### config.mk
export PLATFORM = sky130hd
export DESIGN_NAME = hda_arith
export DESIGN_NICKNAME = d
export VERILOG_FILES = /design/src/rtl/hda_pkg.sv /design/src/rtl/hda_arith.sv
export SDC_FILE = /design/constraint.sdc
export NUM_CORES = 1
export LEC_CHECK = 0
export BUFFER_PORTS_ARGS = -buffer_cell sky130_fd_sc_hd__buf_2
export CORE_UTILIZATION = 50
export CTS_CLUSTER_SIZE = 24
export DETAILED_ROUTE_END_ITERATION = 7
export HOLD_SLACK_MARGIN = 0.08
export PLACE_DENSITY = 0.67
export SLEW_MARGIN = 20
export SYNTH_ARGS = -nofsm -noshare
export SYNTH_HDL_FRONTEND = slang
export SYNTH_SLANG_ARGS = --single-unit
### constraint.sdc
create_clock -name clk_i -period 13.1 [get_ports clk_i]
set_input_delay 2.62 -clock clk_i [delete_from_list [all_inputs] [get_ports clk_i]]
set_output_delay 2.62 -clock clk_i [all_outputs]
set_load 0.02 [all_outputs]
### src/rtl/hda_pkg.sv
// ----------------------------------------------------------------------------
// hda_pkg
// Shared types and constants of the tag hourly distance accumulator.
// ----------------------------------------------------------------------------
`default_nettype none

package hda_pkg;

  localparam int unsigned HOUR_COUNT = 24;
  localparam int unsigned HOUR_MAX   = 23;
  localparam int unsigned TAG_IN_W   = 4;
  localparam int unsigned HOUR_W     = 5;
  localparam int unsigned DAY_W      = 5;
  localparam int unsigned STATUS_W   = 2;

  localparam logic [STATUS_W-1:0] STATUS_STEP   = 2'd0;
  localparam logic [STATUS_W-1:0] STATUS_REF    = 2'd1;
  localparam logic [STATUS_W-1:0] STATUS_REJECT = 2'd2;

  typedef enum logic [3:0] {
    ST_CLEAR,
    ST_IDLE,
    ST_READ,
    ST_MATCH,
    ST_SQX,
    ST_SQY,
    ST_ROOT,
    ST_ACCUM,
    ST_DONE
  } state_e;

  typedef struct packed {
    logic square_x;
    logic square_y;
    logic root_step;
  } arith_cmd_t;

endpackage

`default_nettype wire

### src/rtl/hda_arith.sv
// ----------------------------------------------------------------------------
// hda_arith
// Shared arithmetic unit: squares two deltas with one multiplier, then takes
// the floor square root one result bit per step.
// ----------------------------------------------------------------------------
`default_nettype none

module hda_arith #(
  parameter int unsigned COORD_BITS = 12,
  parameter int unsigned FRAC_BITS  = 4
) (
  input  wire logic                                 clk_i,
  input  wire hda_pkg::arith_cmd_t                  cmd_i,
  input  wire logic [COORD_BITS-1:0]                dx_i,
  input  wire logic [COORD_BITS-1:0]                dy_i,
  output logic      [COORD_BITS+FRAC_BITS:0]        root_o
);
  import hda_pkg::*;

  localparam int unsigned ROOT_W = COORD_BITS + 1 + FRAC_BITS;
  localparam int unsigned RAD_W  = 2 * ROOT_W;
  localparam int unsigned PROD_W = 2 * COORD_BITS;
  localparam int unsigned SUM_W  = PROD_W + 1;
  localparam int unsigned REM_W  = ROOT_W + 2;

  logic [COORD_BITS-1:0] operand;
  logic [PROD_W-1:0]     prod;
  logic [SUM_W-1:0]      sum;
  logic [PROD_W-1:0]     acc_q;
  logic [RAD_W-1:0]      rad_q;
  logic [REM_W-1:0]      rem_q;
  logic [ROOT_W-1:0]     root_q;
  logic [REM_W-1:0]      rem_sh;
  logic [REM_W-1:0]      trial;
  logic                  fits;

  assign operand = cmd_i.square_y ? dy_i : dx_i;
  assign prod    = PROD_W'(operand) * PROD_W'(operand);
  assign sum     = SUM_W'(acc_q) + SUM_W'(prod);

  assign rem_sh  = {rem_q[ROOT_W-1:0], rad_q[RAD_W-1 -: 2]};
  assign trial   = {root_q, 2'b01};
  assign fits    = rem_sh >= trial;

  always_ff @(posedge clk_i) begin
    if (cmd_i.square_x) begin
      acc_q <= prod;
    end
    if (cmd_i.square_y) begin
      rad_q  <= RAD_W'(sum) << (2 * FRAC_BITS);
      rem_q  <= '0;
      root_q <= '0;
    end else if (cmd_i.root_step) begin
      rad_q <= rad_q << 2;
      if (fits) begin
        rem_q  <= rem_sh - trial;
        root_q <= {root_q[ROOT_W-2:0], 1'b1};
      end else begin
        rem_q  <= rem_sh;
        root_q <= {root_q[ROOT_W-2:0], 1'b0};
      end
    end
  end

  assign root_o = root_q;

endmodule

`default_nettype wire

==> results.tsv <==
metric	value	unit
critPathMaxFanout	63	
ys_warn_count	0	
grt_pass1_vias	6516	
cts_setup_buffers	0	
synth_area_per_cell	9.45	sq um
synthMuxAreaShare	7.18	%
tns	0	ps
syn_area	8820	sq um
num_antenna_cells	0	
yosys.area_share.simple	10.3	%
n_fill_cell	1529	
crit_cells	27	
cts_hold_buf	0	
ctsLongestPathBuffers	2	
areaGrowthSynthToFinish	8.88	%
rows	48	
grt.total_usage	20.7	%
antenna_found_initial	0	
synth-adder-area-share	32.4	%
synth_top_family_by_area	adder cells	
rr_worst_depth	8	
vias_per_cell	5.29	
synthCells	933	
fmax	95.2	MHz
initial_core_util	51.2	%
worstSetupPathType	in2reg	
cp.arrival	10600	ps
drive_gt1_share	9.74	%
grt_overflow	0	
holdPathStages	2	
gp_congestion	0.858	
async_flop_share	0	%
ys_seq_elements	83	
setup_viol	0	
critPathLaunchType	primary input	
core_area	17200	sq um
dp_hpwl	13500	um
fin_crit_sh	80.2	%
wl	17000	um
synth_flop_cell	edfxtp_1	
synth_edf_count	48	
vias	6346	
dieArea	18200	sq um
fin_crit	10510	ps
crit_path_end_kind	register	
cts_sinks	83	
cts_buffers	9	
cp.required	13200	ps
route.detailed.drc	0	
maxCapViolations	0	
syn_nets	1140	
grt_pass1_wl	30200	um
port-buffer-count	44	
cp_top_family	adder cells	
hold_path.class	reg2reg	
ioPinCount	45	
wl_met2	8130	um
cts_resized	0	
nets	1177	
met1_length	8150	um
hold_violations	0	
finClkSkew	8.10	ps
ant_nets	0	
maxSlewViolCount	0	
clk_latency	350	ps
status	finished clean	
drt_pre_antenna_iters	7	
synth_compound_area_share	11.6	%
grt_max_degree	64	
ys_types	58	
max_slew_margin	32.0	%
synth_xor_xnor_area_share	5.36	%
routed.top_layer	met4	
wl_met3	435	um
drt-initial-drc-count	232	
cts_tree	built	
yosysSeqAreaShare	24.3	%
rsz0062_at_grt	no	
root_buffer	clkbuf_16	
fp.dieW	135	um
die_y	135	um
cp_slowest_cell	buf_4	
clkTransAtPathRegs	60	ps
max_stage_delay	630	ps
htreeDepth	3	
cp.buffers_inverters	6	
wl_per_cell	14.2	um
worst_pin_slew	992	ps
state kept, by name, indices dropped and copies added (netlist names):
name,flops
rem_q,17
root_o,17
rad_q,26
acc_q,23
synth_stat cells, types with 5 or more instances:
library cell / instances / area share (%)
a211oi_1: 18 / 1.5
a21o_1: 15 / 1.3
a21oi_1: 41 / 2.3
and2_1: 5 / 0.35
and3_1: 5 / 0.35
clkbuf_1: 15 / 0.64
dfxtp_1: 35 / 7.9
edfxtp_1: 48 / 16
fa_1: 82 / 19
ha_1: 97 / 14
inv_1: 183 / 7.8
mux2_2: 26 / 3.3
mux2i_1: 34 / 3.9
nand2_1: 51 / 2.2
nand3_1: 9 / 0.51
nand4_1: 6 / 0.43
nor2_1: 95 / 4.0
nor3_1: 11 / 0.62
nor3b_1: 5 / 0.43
o21a_1: 5 / 0.43
o21ai_0: 18 / 1.0
o21bai_1: 5 / 0.43
o31ai_1: 5 / 0.43
xnor2_1: 35 / 3.5
xor2_1: 19 / 1.9
final timing paths:
| path | startpoint | to | slack, ps |
|---|---|---|---|
| max | cmd_i[1] | rad_q[31]$_DFFE_PP_ | 2590 |
| min | rad_q[31]$_DFFE_PP_ | rad_q[33]$_SDFFE_PP0P_ | 480 |
| max reg2reg | acc_q[3]$_DFFE_PP_ | rad_q[28]$_DFFE_PP_ | 10100 |
| min reg2reg | rad_q[31]$_DFFE_PP_ | rad_q[33]$_SDFFE_PP0P_ | 480 |
per-layer routing:
metal	up-vias	track usage (%)
met3	22	2.59
met1	3019	27.2
met5	-	0
met2	105	35.5
li1	3200	-
met4	0	6.68
cells in the final DEF (no fill, tap or decap), drive strengths merged, types with 11 or more instances in the layout:
| cell type | synthesis | layout |
|---|---|---|
| inv | 183 | 183 |
| xnor2 | 35 | 35 |
| edfxtp | 48 | 48 |
| a211oi | 19 | 19 |
| mux2i | 34 | 34 |
| nor3 | 11 | 11 |
| nor2 | 95 | 95 |
| a21oi | 41 | 41 |
| nand2 | 51 | 51 |
| dfxtp | 35 | 35 |
| buf | 6 | 47 |
| o21ai | 18 | 18 |
| ha | 97 | 97 |
| fa | 82 | 82 |
| a21o | 15 | 15 |
| mux2 | 26 | 26 |
| xor2 | 19 | 19 |
per-stage QoR:
step | cell area (sq um) | std cells | setup WS (ps) | hold slack, ps | utilization [%]
after global routing | 9600 | 1200 | 1970 | 526 | 55.7
final | 9600 | 1200 | 2590 | 484 | 55.7
after floorplan | 8820 | 933 | 3500 | 457 | -
after global placement | 9250 | 1184 | 2460 | 463 | 53.7
after detailed placement | 9250 | 1184 | 2190 | 475 | 53.7
after CTS | 9590 | 1200 | 2570 | 489 | 55.7
area by class of cell:
| type | count | area, sq um | share of cell area (%) |
|---|---|---|---|
| tap | 225 | 282 | 2.93 |
| clock inverter | 7 | 116 | 1.21 |
| timing repair buffer | 47 | 243 | 2.53 |
| sequential | 83 | 2140 | 22.3 |
| clock buffer | 9 | 225 | 2.35 |
| inverter | 185 | 694 | 7.23 |
| multi-input combinational | 644 | 5900 | 61.4 |
tightest hold or removal path: stages, from the launching register on:
cell and delay [ps]:
edfxtp_1 320, mux2i_1 60, nor2_1 70
logic make-up after synthesis:
family / count (synthesis)
AND/OR/NAND/NOR: 205
adder cells (fa/ha/maj): 179
XOR/XNOR: 54
AO/OA/AOI/OAI: 146
multiplexers: 60
buffers and inverters: 206
flip-flops: 83
Power is left out: the tool's default activity adds up to more than one toggle a clock period on the data nets, which glitch-free logic cannot reach.
